## config.mk

```make
export PLATFORM = sky130hd
export DESIGN_NAME = swta_ram
export DESIGN_NICKNAME = d
export VERILOG_FILES = /design/src/design/scored_word_table_with_aging_defines.svh /design/src/design/swta_ram.sv
export SDC_FILE = /design/constraint.sdc
export NUM_CORES = 2
export LEC_CHECK = 0
export BUFFER_PORTS_ARGS = -buffer_cell sky130_fd_sc_hd__buf_2
export CAP_MARGIN = 10
export CORE_MARGIN = 4
export CORE_UTILIZATION = 50
export DETAILED_ROUTE_END_ITERATION = 16
export PLACE_DENSITY_LB_ADDON = 0.2
export SYNTH_ARGS = -nofsm -noshare
export SYNTH_HDL_FRONTEND = slang
export SYNTH_SLANG_ARGS = --single-unit
```

## constraint.sdc

```tcl
create_clock -name clk -period 3.9 [get_ports clk]
set_input_delay 1.17 -clock clk [delete_from_list [all_inputs] [get_ports clk]]
set_output_delay 1.17 -clock clk [all_outputs]
set_load 0.03 [all_outputs]
```

## src/design/scored_word_table_with_aging_defines.svh

```systemverilog
// Assertion macros for the scored word table.
// Used by the top level; needs clk and rst_n in scope.
`ifndef SCORED_WORD_TABLE_WITH_AGING_DEFINES_SVH
`define SCORED_WORD_TABLE_WITH_AGING_DEFINES_SVH
`ifndef SYNTHESIS
`define SWTA_CHK_SAME(lbl, ante, cons) \
  lbl: assert property (@(posedge clk) disable iff (!rst_n) (ante) |-> (cons)) \
    else $error("swta check failed");
`define SWTA_CHK_NEXT(lbl, ante, cons) \
  lbl: assert property (@(posedge clk) disable iff (!rst_n) (ante) |=> (cons)) \
    else $error("swta check failed");
`else
`define SWTA_CHK_SAME(lbl, ante, cons)
`define SWTA_CHK_NEXT(lbl, ante, cons)
`endif
`endif

```

## src/design/swta_ram.sv

```systemverilog
// Generic single write port, single read port RAM with registered read.
// No dependencies.
`default_nettype none
module swta_ram #(
  parameter int WIDTH = 8,
  parameter int DEPTH = 256
) (
  input  wire logic                     clk,
  input  wire logic                     we,
  input  wire logic [$clog2(DEPTH)-1:0] waddr,
  input  wire logic [WIDTH-1:0]         wdata,
  input  wire logic [$clog2(DEPTH)-1:0] raddr,
  output logic      [WIDTH-1:0]         rdata
);
  logic [WIDTH-1:0] mem [DEPTH];

  always_ff @(posedge clk) begin
    if (we) begin
      mem[waddr] <= wdata;
    end
    rdata <= mem[raddr];
  end
endmodule
`default_nettype wire

```

==> metrics <==
grt ovf=0; Max VDD drop=490.0 uV; Register Area=61660 um^2; Worst Path Required=4600 ps; Port-buffer cells=33; Setup CP Type=in -> reg; outcome=complete, no violations; FILL cells=11470; Leak=29.78 nW; Final Non-Filler Cells=6553; Site Rows=146; Worst-Margin Slew=1046 ps; IO Pins=34; wire per inst=30.00 um; final setup violation count=0; setup bufs post-CTS=0; post-synth top area cell=edfxtp_1; Post-Route WL=196600 um; CP endpoint kind=register; Synth async-reset ratio=0%; root buffer cell=clkbuf_16; Placed Cells=6171; CP max-delay cell=nor4_1; final instance area=92570 um^2; First-pass DRT Iterations=5; Peak Freq=294.8 MHz; unrepaired setup endpoints after global routing=no; final core utilization=58.51%; Cell Area, Synth=79560 um^2; syn avg cell area=21.31 um^2; vias per cell=6.145; top cell type's share of synthesized area=77.30%; min Tclk post-route=3392 ps; Critical Path AT=4090 ps; Final Max Tran Viols=0; Final #Nets=4331; ranking of synthesized cells by area=edfxtp_1 (77%), mux4_2 (13%), mux2i_1 (1.7%), nor2_1 (1.3%), a22oi_1 (1.3%); CP cell instances=buf_8 > buf_12 > buf_12 > mux4_2 > mux4_2 > nor2b_1 > nor4_1 > buf_4 > nor4_1; #FFs+latches synth=2056; H-tree levels=4; pwr dens=495.3 nW/um^2; CTS Buffer Depth=3; Critical Path Start Type=input port; initial antenna violation count=10; first-pass GRT wire length=287900 um; die area=165600 um^2; Die Width=406.9 um; Placed Instance Area=86010 um^2; Yosys warning count=0; number of synthesized flops with an enable pin=2048; count of final hold-check violations=0; number of hold buffers added after cts=0; Initial Util=50.29%; CTS tree=yes; drt drc=0; Synth cell types=55; Synth Net Count=3759; height of the die=406.9 um; cells resized by post-CTS repair=0; # clock sinks=2056; DR vias=40270; Mapped Cells=3733; Synth-to-Final Area Change=16.35%; share of cells above drive strength 1=30.26%; vias in the first global route=40270; core area=158200 um^2; dpl hpwl=127900 um; Clk Latency, worst-skew pair=830 ps; CP max stage delay=820 ps; Num CTS Buffers=204; GPL Wtd Cong=0.8449; Max-slew headroom=30.25%; Overall Global Routing Usage=24.21%; starting DRC count in detailed routing=5114; largest net degree at the start of global routing=91; sequential area share after synthesis=77.50%; post-route ant nets=0; clock-pin slew on the worst setup and hold paths=60 ps; Crit Path Max Fanout=24; synth cell count leaders=edfxtp_1 (2048), mux4_2 (454), nor2_1 (282); ys flop type=edfxtp_1; worst hold path type=in -> reg; count leader, synth=edfxtp_1; Clock Skew=34.23 ps; MaxCap Viol Count=0; Final Cycle Share=86.98%; setup_tns=0 ps; Multi-input gate area=16490 um^2
-- critical path: cells and delay by family --
kind | cells | cell delay [ps]
multiplexers | 2 | 980
buffers and inverters | 4 | 810
AND/OR/NAND/NOR | 3 | 1080
-- per-stage QoR --
step	total power, mW	worst slack (ps)	hold WS [ps]
3_5_place_dp	27.32	-348.4	1060
6_report	45.85	507.7	732.1
5_1_grt	47.32	475.1	696.4
2_1_floorplan	26.06	792.1	769.9
3_3_place_gp	27.29	-344.4	1072
4_1_cts	46.18	540.0	685.1
-- final timing paths --
path,slack (ps),cells past startpoint,from,endpoint
setup / recovery,510,9,raddr[0],rdata[4]
hold reg to reg,1090,6,mem[60][5],rdata[5]
hold / removal,730,1,wdata[5],mem[66][5]
setup reg to reg,1050,6,mem[83][4],rdata[4]
-- layer usage --
metal	vias to the layer above	wire (um)	global-route usage, %
met1	21460	81090	35.41
met4	8	4392	5.955
met5	-	52	0
li1	16850	-	-
met2	1693	94650	38.14
met3	257	16420	4.710
-- cell usage in the layout (no fill, tap or decap), drive strengths merged, types with 12 or more instances in the layout --
cell type / count
nor2: 282
nor2b: 31
nand3: 34
edfxtp: 2048
clkinv: 102
nand2: 33
nor3: 22
mux2i: 134
nor4: 27
buf: 599
a22oi: 133
a221oi: 14
clkbuf: 252
mux4: 456
a211oi: 16
bufinv: 15
o22ai: 28
o221ai: 47
a21oi: 96
o21ai: 12
-- final cells by class --
| class | count | share of cell area, % |
|---|---|---|
| Tap cell | 2072 | 2.801 |
| Timing Repair Buffer | 599 | 5.691 |
| Sequential cell | 2056 | 66.61 |
| Clock buffer | 252 | 5.880 |
| Clock inverter | 124 | 1.183 |
| Inverter | 2 | 0.008110 |
| Antenna cell | 6 | 0.01622 |
| Multi-Input combinational cell | 1442 | 17.81 |
-- flip-flops by register name, indices dropped and copies added, names as in the netlist --
signal	cells
mem	2048
rdata	8
-- cell families (layout without fill, tap and decap cells) --
group	after synthesis	count (layout)	synth area share (%)
AOI/OAI and AO/OA	385	385	3.419
buffers and inverters	235	977	1.831
muxes	591	591	14.62
other	0	6	0
DFF	2056	2056	77.50
and+or+nand+nor	466	466	2.628
-- where the power goes --
| part | switching [mW] | internal (mW) | leakage [nW] | total, mW |
|---|---|---|---|---|
| logic | 1.49 | 0.931 | 8.12 | 2.42 |
| registers | 0.0495 | 24.4 | 18.5 | 24.4 |
| clock network | 8.13 | 10.9 | 3.19 | 19.0 |
| total | 9.67 | 36.2 | 29.8 | 45.8 |
Note: power is estimated with default switching activity, not from simulation.
