==> config.mk <==
export PLATFORM = sky130hd
export DESIGN_NAME = swta_rank
export DESIGN_NICKNAME = d
export VERILOG_FILES = /design/src/design/scored_word_table_with_aging_defines.svh /design/src/design/swta_pkg.sv /design/src/design/swta_rank.sv
export SDC_FILE = /design/constraint.sdc
export NUM_CORES = 1
export LEC_CHECK = 0
export ABC_AREA = 1
export BUFFER_PORTS_ARGS = -buffer_cell sky130_fd_sc_hd__buf_2
export CAP_MARGIN = 20
export CORE_ASPECT_RATIO = 1.25
export CORE_UTILIZATION = 45
export DETAILED_ROUTE_END_ITERATION = 8
export PLACE_DENSITY = 0.71
export SKIP_LAST_GASP = 1
export SLEW_MARGIN = 10
export SYNTH_ARGS = -nofsm -noshare
export SYNTH_HDL_FRONTEND = slang
export SYNTH_SLANG_ARGS = --single-unit
==> constraint.sdc <==
create_clock -name clk -period 12.64 [get_ports clk]
set_input_delay 2.528 -clock clk [delete_from_list [all_inputs] [get_ports clk]]
set_output_delay 2.528 -clock clk [all_outputs]
set_load 0.03 [all_outputs]
==> src/design/scored_word_table_with_aging_defines.svh <==
// Assertion macros for the scored word table.
// Used by the top level; needs clk and rst_n in scope.
`ifndef SCORED_WORD_TABLE_WITH_AGING_DEFINES_SVH
`define SCORED_WORD_TABLE_WITH_AGING_DEFINES_SVH
`ifndef SYNTHESIS
`define SWTA_CHK_SAME(lbl, ante, cons) \
  lbl: assert property (@(posedge clk) disable iff (!rst_n) (ante) |-> (cons)) \
    else $error("swta check failed");
`define SWTA_CHK_NEXT(lbl, ante, cons) \
  lbl: assert property (@(posedge clk) disable iff (!rst_n) (ante) |=> (cons)) \
    else $error("swta check failed");
`else
`define SWTA_CHK_SAME(lbl, ante, cons)
`define SWTA_CHK_NEXT(lbl, ante, cons)
`endif
`endif

==> src/design/swta_pkg.sv <==
// Shared types and constants of the scored word table.
// No dependencies.
`default_nettype none
package swta_pkg;
  localparam int TABLE_ENTRIES = 256;
  localparam int IDX_W = $clog2(TABLE_ENTRIES);
  localparam int FILL_W = IDX_W + 1;
  localparam logic [7:0] SCORE_LIMIT = 8'd255;
  localparam logic [4:0] MAX_LETTERS = 5'd16;
  localparam int MAX_HITS = 8;
  localparam int HIT_W = $clog2(MAX_HITS);
  localparam int CNT_W = HIT_W + 1;
  localparam int META_W = 109;

  typedef enum logic [1:0] {
    KIND_LEARN = 2'd0,
    KIND_QUERY = 2'd1,
    KIND_CLEAR = 2'd2,
    KIND_NONE  = 2'd3
  } kind_t;

  localparam logic [2:0] OUT_BUMPED   = 3'd0;
  localparam logic [2:0] OUT_INSERTED = 3'd1;
  localparam logic [2:0] OUT_REPLACED = 3'd2;
  localparam logic [2:0] OUT_QUERY    = 3'd3;
  localparam logic [2:0] OUT_CLEARED  = 3'd4;

  typedef enum logic [2:0] {
    ST_IDLE,
    ST_SCAN,
    ST_BUMP,
    ST_HALVE,
    ST_INSERT,
    ST_RESP
  } state_t;

  typedef struct packed {
    logic       clr;
    logic       ins;
    logic [7:0] idx;
    logic [7:0] score;
  } rank_cmd_t;
endpackage
`default_nettype wire

==> src/design/swta_rank.sv <==
// Sorted list of query matches, highest score first, ties in arrival order.
// Depends on swta_pkg.
`default_nettype none
module swta_rank (
  input  wire logic                        clk,
  input  wire logic                        rst_n,
  input  wire swta_pkg::rank_cmd_t         cmd,
  input  wire logic [3:0]                  cap,
  output logic      [swta_pkg::CNT_W-1:0]  found,
  output logic      [7:0]                  list_idx [swta_pkg::MAX_HITS],
  output logic      [7:0]                  list_sc  [swta_pkg::MAX_HITS]
);
  logic [7:0]                 idx_r [swta_pkg::MAX_HITS];
  logic [7:0]                 sc_r  [swta_pkg::MAX_HITS];
  logic [7:0]                 idx_nxt [swta_pkg::MAX_HITS];
  logic [7:0]                 sc_nxt  [swta_pkg::MAX_HITS];
  logic [swta_pkg::CNT_W-1:0] found_r;
  logic [swta_pkg::CNT_W-1:0] found_nxt;
  logic [swta_pkg::CNT_W-1:0] pos;
  logic [swta_pkg::CNT_W-1:0] top;
  logic [swta_pkg::CNT_W-1:0] cap_w;

  assign cap_w = cap[swta_pkg::CNT_W-1:0];

  always_comb begin
    pos = '0;
    for (int k = 0; k < swta_pkg::MAX_HITS; k++) begin
      if (k < found_r && sc_r[k] >= cmd.score) begin
        pos = pos + 1'b1;
      end
    end
    top = (found_r < cap_w) ? found_r : cap_w - 1'b1;
    found_nxt = found_r;
    for (int k = 0; k < swta_pkg::MAX_HITS; k++) begin
      idx_nxt[k] = idx_r[k];
      sc_nxt[k]  = sc_r[k];
    end
    if (cmd.ins && pos < cap_w) begin
      for (int k = 1; k < swta_pkg::MAX_HITS; k++) begin
        if (k > pos && k <= top) begin
          idx_nxt[k] = idx_r[k-1];
          sc_nxt[k]  = sc_r[k-1];
        end
      end
      for (int k = 0; k < swta_pkg::MAX_HITS; k++) begin
        if (k == pos) begin
          idx_nxt[k] = cmd.idx;
          sc_nxt[k]  = cmd.score;
        end
      end
      if (found_r < cap_w) begin
        found_nxt = found_r + 1'b1;
      end
    end
  end

  always_ff @(posedge clk) begin
    if (!rst_n) begin
      found_r <= '0;
    end else if (cmd.clr) begin
      found_r <= '0;
    end else begin
      found_r <= found_nxt;
    end
  end

  always_ff @(posedge clk) begin
    for (int k = 0; k < swta_pkg::MAX_HITS; k++) begin
      idx_r[k] <= idx_nxt[k];
      sc_r[k]  <= sc_nxt[k];
    end
  end

  assign found = found_r;
  always_comb begin
    for (int k = 0; k < swta_pkg::MAX_HITS; k++) begin
      list_idx[k] = idx_r[k];
      list_sc[k]  = sc_r[k];
    end
  end
endmodule
`default_nettype wire
==> results.md, run 1 <==
* Count of distinct cell types in the synthesized netlist at 41
* Most used cell, CP: sky130_fd_sc_hd__nand2_1
* Portion of synthesized cell area occupied by the leading cell type at 0.4785
* Antenna violations before repair at 0
* Violation count after the first detailed-routing iteration at 429
* # diodes at 0
* Number of synthesis warnings at 0
* Clock group share of total power at 0.418
* Final clock period utilization by the worst path at 0.7485
* Sum Neg Setup Slack at 0 ns
* Layout area overhead at 19.50%
* Largest fanout of any net on the critical path at 16
* Wire length of the first global-routing pass at 31660 um
* Total cell area at the placement stage at 9026 um^2
* Instance count after placement with tap cells included at 1208
* Final design area excluding fillers at 9599 um^2
* # Post-CTS Setup Buffers at 0
* Global Route Usage Sum at 0.2269
* Commonest cells after routing, fill and taps aside: 230 x sky130_fd_sc_hd__nand2_1, 155 x sky130_fd_sc_hd__buf_2, 128 x sky130_fd_sc_hd__edfxtp_1, 112 x sky130_fd_sc_hd__o21ai_1, 82 x sky130_fd_sc_hd__ha_1
* Final clock skew at 0.01186 ns
* Number of port buffers at 155
* Leading area contributor after synthesis: sky130_fd_sc_hd__edfxtp_1
* Router iterations before antenna repair at 5
* Startpoint of the most critical register-to-register path: sc_r[0][8]$_DFFE_PP_
* Cells resized by post-CTS repair at 0
* Worst hold-check path type: register to register
* Count of buffering cells on the critical path with inverters included at 6
* Peak supply drop at 0.1044 mV
* Final weighted congestion of routability-driven global placement at 0.8589
* Number of nets still failing antenna checks after routing at 0
* Per-instance average area after synthesis at 9.517 um^2
* Final cell count without fillers at 1240
* # setup viols final at 0
* Number of enable flip-flop cells after synthesis at 128
* Average routed wire per standard cell at 16.33 um
* CP Data Required Time at 12.75 ns
* Cts hold-fix bufs at 0
* Post-Route Utilization at 0.5507
* Vias post-DR at 6656
* Number of maximum-capacitance violations at 0
* Total of flip-flops plus latches after synthesis at 132
* Flip-flop cell with the highest count after synthesis: sky130_fd_sc_hd__edfxtp_1
* Maximum cell stage delay along the critical path at 0.65 ns
* Mapped Area at 8033 um^2
* Status: finished clean
* Sw Pwr at 0.3317 mW
* Die span in x at 121.5 um
* Logic pwr share at 0.136
* Bufs on Longest Clock Path at 2
* Kind of start point of the critical path: primary input
* CP Launch Point: cmd[1]
* Std cell rows at 54
* Switching share of total power at 0.2859
* Cell with the largest stage delay on the worst path: sky130_fd_sc_hd__a211oi_1
* Startpoint of the tightest hold check path: found[0]$_SDFFE_PP0P_
* Data arrival time of the critical path at 9.58 ns
* Maximum number of pins on one net before global-route repair at 34
* Critical path's top delay family: simple AND/OR/NAND/NOR gates
* CP Class: primary input to register
* Top-level port count at 156
* Clock-pin slew of the registers on the worst-case setup and hold paths at 0.06 ns
* Leakage at 4.474 nW
* Initial core utilization at 0.4608
* Overflow after GRT at 0
* CTS sink count at 132
* Most frequent standard cell in the layout excluding fill and tap cells: sky130_fd_sc_hd__nand2_1
* Die area at 18390 um^2
* Cells after synthesis at 844
* Sequential fraction of design power at 0.446
* Ys async rst share at 0
* Count of final max-slew check failures at 0
* Design internal power at 0.8287 mW
* Core ar. at 17430 um^2
* Clock period minus final worst setup slack at 9.461 ns
* Unrepaired setup endpoints after global routing: false
* Root buffer cell: sky130_fd_sc_hd__clkbuf_16
* CTS tree: done
* Slew headroom at 0.4819
* Element type at the critical path end: register
* Remaining DRCs at 0
* Sequential share of the synthesized area at 0.4885
* Layout fillers at 1569
* Number of failing hold endpoints at the final stage at 0
* Layout net count at 1109
* Fraction of layout instances using a drive strength above 1 at 0.2431
* Power Density at 120.9 nW/um^2
* Clock latency on the worst-skew pair at 0.43 ns
* Highest attainable clock frequency at 105.7 MHz
* Synthesized Nets at 950
* Average via count per standard cell at 5.368
* Cell types with the largest area share after synthesis: sky130_fd_sc_hd__edfxtp_1 48%, sky130_fd_sc_hd__ha_1 13%, sky130_fd_sc_hd__nand2_1 11%
* Cts bufs inserted at 17
* DRT Wirelength at 20250 um
* Vias in the first global route at 6157
* Tightest Pin Transition at 0.7753 ns
* Vertical die dimension at 151.4 um
* Half-perimeter wire length after detailed placement at 15370 um
* CTS H-Tree Depth at 4
## layout make-up
class | count | area, um^2 | area share
clock inverter | 14 | 143.9 | 0.01499
tap | 224 | 280.3 | 0.02920
inverter | 84 | 320.3 | 0.03337
sequential | 132 | 3924 | 0.4088
multi-input combinational | 605 | 3666 | 0.3819
timing repair buffer | 163 | 835.8 | 0.08707
clock buffer | 18 | 429.2 | 0.04471
## metrics by stage
step | setup slack (ns) | hold WS, ns | power (mW)
global route | 2.506 | 0.5638 | 1.202
detailed placement | 2.760 | 0.5163 | 0.6832
CTS | 3.175 | 0.5307 | 1.163
finish | 3.179 | 0.5313 | 1.160
floorplan | 2.918 | 0.6242 | 0.6298
global placement | 3.026 | 0.5185 | 0.6788
## power groups by stage
stage / logic, mW / registers [mW] / clock network, mW
after CTS: 0.160 / 0.517 / 0.487
after floorplan: 0.0734 / 0.556 / 0
after detailed placement: 0.158 / 0.526 / 0
final: 0.158 / 0.517 / 0.485
after global placement: 0.153 / 0.526 / 0
after global routing: 0.177 / 0.519 / 0.507
## worst paths after layout
check             slack (ns)  cells after the start                    end
hold / removal          0.53                      2  found[0]$_SDFFE_PP0P_
hold reg to reg         0.53                      2  found[0]$_SDFFE_PP0P_
setup reg to reg        5.24                     38  idx_r[0][1]$_DFFE_PP_
setup / recovery        3.18                     39  idx_r[0][1]$_DFFE_PP_
## sequential cells by signal, summed over array words and instances (netlist names)
signal	count
found	4
idx_r	64
sc_r	64
## logic make-up (layout without fill, tap and decap cells)
group / Yosys count / after routing / share of synthesized area
adders and majority gates: 82 / 82 / 0.1277
and+or+nand+nor: 320 / 320 / 0.1841
buffers and inverters: 107 / 279 / 0.05639
DFF: 132 / 132 / 0.4885
xor gates and xnor gates: 7 / 7 / 0.009969
AOI/OAI and AO/OA: 196 / 196 / 0.1333
## worst reg2reg max path: cells and delay by family, from the launching register on
| family | cells | cell delay (ns) |
|---|---|---|
| compound gates | 12 | 2.19 |
| xor+xnor | 1 | 0.14 |
| fa+ha+maj | 5 | 1.41 |
| buf+inv | 5 | 0.71 |
| flops | 1 | 0.41 |
| simple gates | 15 | 2.23 |
## metal layers
metal / track usage / vias to the layer above / wire [um]
li1: - / 3268 / -
met1: 0.2958 / 3122 / 8475
met2: 0.3813 / 242 / 10040
met3: 0.03765 / 24 / 1362
met4: 0.07593 / 0 / 371
met5: 0 / - / 0
## cells in the mapped netlist, types with 2 or more instances
| cell | n |
|---|---|
| sky130_fd_sc_hd__a21oi_1 | 34 |
| sky130_fd_sc_hd__buf_2 | 16 |
| sky130_fd_sc_hd__buf_6 | 2 |
| sky130_fd_sc_hd__clkbuf_1 | 4 |
| sky130_fd_sc_hd__dfxtp_1 | 4 |
| sky130_fd_sc_hd__edfxtp_1 | 128 |
| sky130_fd_sc_hd__ha_1 | 82 |
| sky130_fd_sc_hd__inv_1 | 74 |
| sky130_fd_sc_hd__inv_2 | 8 |
| sky130_fd_sc_hd__inv_4 | 2 |
| sky130_fd_sc_hd__nand2_1 | 230 |
| sky130_fd_sc_hd__nand2_2 | 12 |
| sky130_fd_sc_hd__nand2_4 | 3 |
| sky130_fd_sc_hd__nand3_1 | 24 |
| sky130_fd_sc_hd__nand3_2 | 5 |
| sky130_fd_sc_hd__nand4_1 | 12 |
| sky130_fd_sc_hd__nand4_2 | 3 |
| sky130_fd_sc_hd__nor2_1 | 14 |
| sky130_fd_sc_hd__nor2_2 | 5 |
| sky130_fd_sc_hd__nor2_8 | 2 |
| sky130_fd_sc_hd__nor3_1 | 2 |
| sky130_fd_sc_hd__o2111ai_1 | 3 |
| sky130_fd_sc_hd__o211ai_1 | 5 |
| sky130_fd_sc_hd__o21a_1 | 15 |
| sky130_fd_sc_hd__o21ai_0 | 20 |
| sky130_fd_sc_hd__o21ai_1 | 112 |
| sky130_fd_sc_hd__o21ai_2 | 2 |
| sky130_fd_sc_hd__or2_2 | 4 |
| sky130_fd_sc_hd__xnor2_1 | 2 |
| sky130_fd_sc_hd__xor2_1 | 4 |
Power figures use the tool's default switching activity.
==> run 2: changes to the inputs <==
- PLACE_DENSITY: 0.71 -> 0.74
- clock period: 12.64 -> 7.95 ns (I/O delays scaled with it)
==> run 2 against run 1 <==
Combinational power increased by 73%. Routed wire length decreased by 0.10%. Cell area increased by 4.2%. Clock-buffer cell count unchanged. Die area unchanged. First-iteration DRC count increased by 8.2%. Clock power increased by 54%. Critical path depth decreased by 1. Critical endpoint is now sc_r[0][16]$_DFFE_PP_. Largest cell class unchanged.
==> results.md, run 2 (same netlist as run 1, synthesis figures left out) <==
* Status: finished clean
* Bufs on Longest Clock Path at 2 (unchanged)
* Leakage at 4.602 nW (+2.9%)
* Commonest cells after routing, fill and taps aside: 226 x sky130_fd_sc_hd__nand2_1, 155 x sky130_fd_sc_hd__buf_2, 128 x sky130_fd_sc_hd__edfxtp_1, 113 x sky130_fd_sc_hd__o21ai_1, 81 x sky130_fd_sc_hd__ha_1
* Peak supply drop at 0.1448 mV (+39%)
* Startpoint of the tightest hold check path: found[0]$_SDFFE_PP0P_
* Overflow after GRT at 0 (unchanged)
* GR met1 Demand/Resource at 0.2782 (-0.01753)
* Logic pwr share at 0.149 (+0.013)
* Total cell area at the placement stage at 9360 um^2 (+3.7%)
* Std cell rows at 54 (unchanged)
* Average routed wire per standard cell at 16.02 um (-1.9%)
* Die area at 18390 um^2 (unchanged)
* Highest attainable clock frequency at 133.8 MHz
* Violation count after the first detailed-routing iteration at 464 (+8.2%)
* Cell with the largest stage delay on the worst path: sky130_fd_sc_hd__or2_2
* Instance count after placement with tap cells included at 1227 (+1.6%)
* CTS tree: done
* Final cell count without fillers at 1263 (+1.9%)
* Design internal power at 1.326 mW (+60%)
* Count of final max-slew check failures at 0 (unchanged)
* Switching share of total power at 0.2806 (-0.005296)
* Fraction of layout instances using a drive strength above 1 at 0.2746 (+0.03146)
* Multi-input combinational cell area at 3794 um^2 (+3.5%)
* CP Data Required Time at 8.09 ns (-4.66 ns)
* Global Route Usage Sum at 0.2214 (-0.005488)
* Cell count of the worst hold path at 2 (unchanged)
* Average via count per standard cell at 5.321 (-0.86%)
* Wire length of the first global-routing pass at 30860 um (-2.5%)
* CTS sink count at 132 (unchanged)
* Smallest setup slack after layout at 0.4766 ns (-2.703 ns)
* Maximum cell stage delay along the critical path at 0.32 ns (-0.33 ns)
* Startpoint of the most critical register-to-register path: sc_r[0][8]$_DFFE_PP_
* Router iterations before antenna repair at 5 (unchanged)
* Vertical die dimension at 151.4 um (unchanged)
* Clock-pin slew of the registers on the worst-case setup and hold paths at 0.06 ns (about the same)
* Worst hold-check path type: register to register
* Endpoint of the lowest-slack register-to-register path: sc_r[0][16]$_DFFE_PP_
* Die span in x at 121.5 um (unchanged)
* Sequential fraction of design power at 0.445 (about the same)
* Element type at the critical path end: register
* Half-perimeter wire length after detailed placement at 15660 um (+1.9%)
* Largest fanout of any net on the critical path at 8 (-8)
* Initial core utilization at 0.4608 (unchanged)
* Register cell area after layout at 3924 um^2 (unchanged)
* Power Density at 184.4 nW/um^2 (+53%)
* # setup viols final at 0 (unchanged)
* Cts bufs inserted at 17 (unchanged)
* Final hold slack at 0.5407 ns (+0.009377 ns)
* Clock group share of total power at 0.406 (-0.012)
* Maximum number of pins on one net before global-route repair at 34 (unchanged)
* Number of port buffers at 155 (unchanged)
* Final design area excluding fillers at 10000 um^2 (+4.2%)
* Layout area overhead at 24.49%
* Tightest Pin Transition at 0.5238 ns (-0.2515 ns)
* Layout net count at 1131 (+2.0%)
* Kind of start point of the critical path: primary input
* Top-level port count at 156 (unchanged)
* Final clock period utilization by the worst path at 0.9400
* Final weighted congestion of routability-driven global placement at 0.8714 (+1.5%)
* GR Layer Usage met3 at 0.05309 (+0.01544)
* Placement-stage worst setup slack at -0.04053 ns (-2.801 ns)
* Final clock skew at 0.01577 ns (+0.003916 ns)
* Most frequent standard cell in the layout excluding fill and tap cells: sky130_fd_sc_hd__nand2_1
* Vias post-DR at 6721 (+0.98%)
* Post-Route Utilization at 0.5736 (+0.02297)
* Data arrival time of the critical path at 7.62 ns (-1.96 ns)
* Slew headroom at 0.6471 (+0.1652)
* Vias in the first global route at 6122 (-0.57%)
* Antenna violations before repair at 1 (+1)
* Number of nets still failing antenna checks after routing at 0 (unchanged)
* Remaining DRCs at 0 (unchanged)
* Cts hold-fix bufs at 0 (unchanged)
* CP Class: primary input to register
* Clock latency on the worst-skew pair at 0.43 ns (about the same)
* Most used routing layer in global routing: met2
* Worst-case reg-to-reg path depth at 37 (-2.6%)
* Root buffer cell: sky130_fd_sc_hd__clkbuf_16
* Hold worst-path end: found[0]$_SDFFE_PP0P_
* Core ar. at 17430 um^2 (unchanged)
* CTS H-Tree Depth at 4 (unchanged)
* Sw Pwr at 0.5173 mW (+56%)
* Layout fillers at 1492 (-4.9%)
* Flop2flop setup slack at 1.41 ns (-3.83 ns)
* Global routing met2 resource utilization at 0.3628 (-0.01847)
* Clock period minus final worst setup slack at 7.473 ns
* Most used cell, CP: sky130_fd_sc_hd__o21a_1
* DRT Wirelength at 20230 um (-0.10%)
* Number of maximum-capacitance violations at 0 (unchanged)
* Number of failing hold endpoints at the final stage at 0 (unchanged)
==> run 2: cell count changes in the layout (fill, tap and decap cells not counted), sizes merged <==
cell and delta:
diode +1, clkinv -1, clkbuf +1, inv -2, clkinvlp +3, buf +21
==> run 2: stage by stage <==
stage | setup TNS, ns | power, mW
6_report | 0 | 1.844
5_1_grt | -0.3242 | 1.909
4_1_cts | 0 | 1.844
3_5_place_dp | -0.6155 | 1.102
3_3_place_gp | 0 | 1.095
2_1_floorplan | 0 | 1.007
==> run 2: power by group through the flow <==
stage | clock [mW] | sequential (mW) | combinational, mW
5_1_grt | 0.783 | 0.823 | 0.302
6_report | 0.748 | 0.821 | 0.274
3_3_place_gp | 0 | 0.835 | 0.259
3_5_place_dp | 0 | 0.835 | 0.267
4_1_cts | 0.754 | 0.821 | 0.269
2_1_floorplan | 0 | 0.884 | 0.123
==> run 2: timing repair <==
action	CTS	global route
endpoints found under the setup margin	0	130
buffers inserted	0	2
gates resized for setup	0	13
==> run 2: metal layers <==
metal,vias up,part of all wire
met5,-,0
met3,37,0.066
met2,250,0.49
met1,3118,0.42
li1,3316,-
met4,0,0.029
==> run 2: cell type report <==
cell class                 count  share of cell area
antenna                        1           0.0002503
clock buffer                  18             0.04292
clock inverter                14             0.01276
inverter                      84             0.03241
multi-input combinational    605              0.3794
sequential                   132              0.3924
tap                          224             0.02803
timing repair buffer         185              0.1119
==> run 2: worst max-delay path by stage <==
stage / start / endpoint / slack [ns] / cells past startpoint
floorplan: cmd[1] / idx_r[0][16]$_DFFE_PP_ / 0.006 / 37
global placement: cmd[1] / idx_r[0][1]$_DFFE_PP_ / 0.12 / 39
detailed placement: cmd[1] / idx_r[0][1]$_DFFE_PP_ / -0.04 / 39
CTS: cmd[1] / idx_r[0][1]$_DFFE_PP_ / 0.39 / 39
global route: cmd[1] / sc_r[0][18]$_DFFE_PP_ / -0.03 / 39
finish: cmd[1] / sc_r[0][16]$_DFFE_PP_ / 0.48 / 38
==> run 2: worst max-delay path: cells and delay by family <==
kind	cells	cell delay [ns]
AO/OA/AOI/OAI	12	1.68
XOR/XNOR	1	0.13
adder cells (fa/ha/maj)	6	1.78
buffers and inverters	6	0.70
AND/OR/NAND/NOR	13	1.73
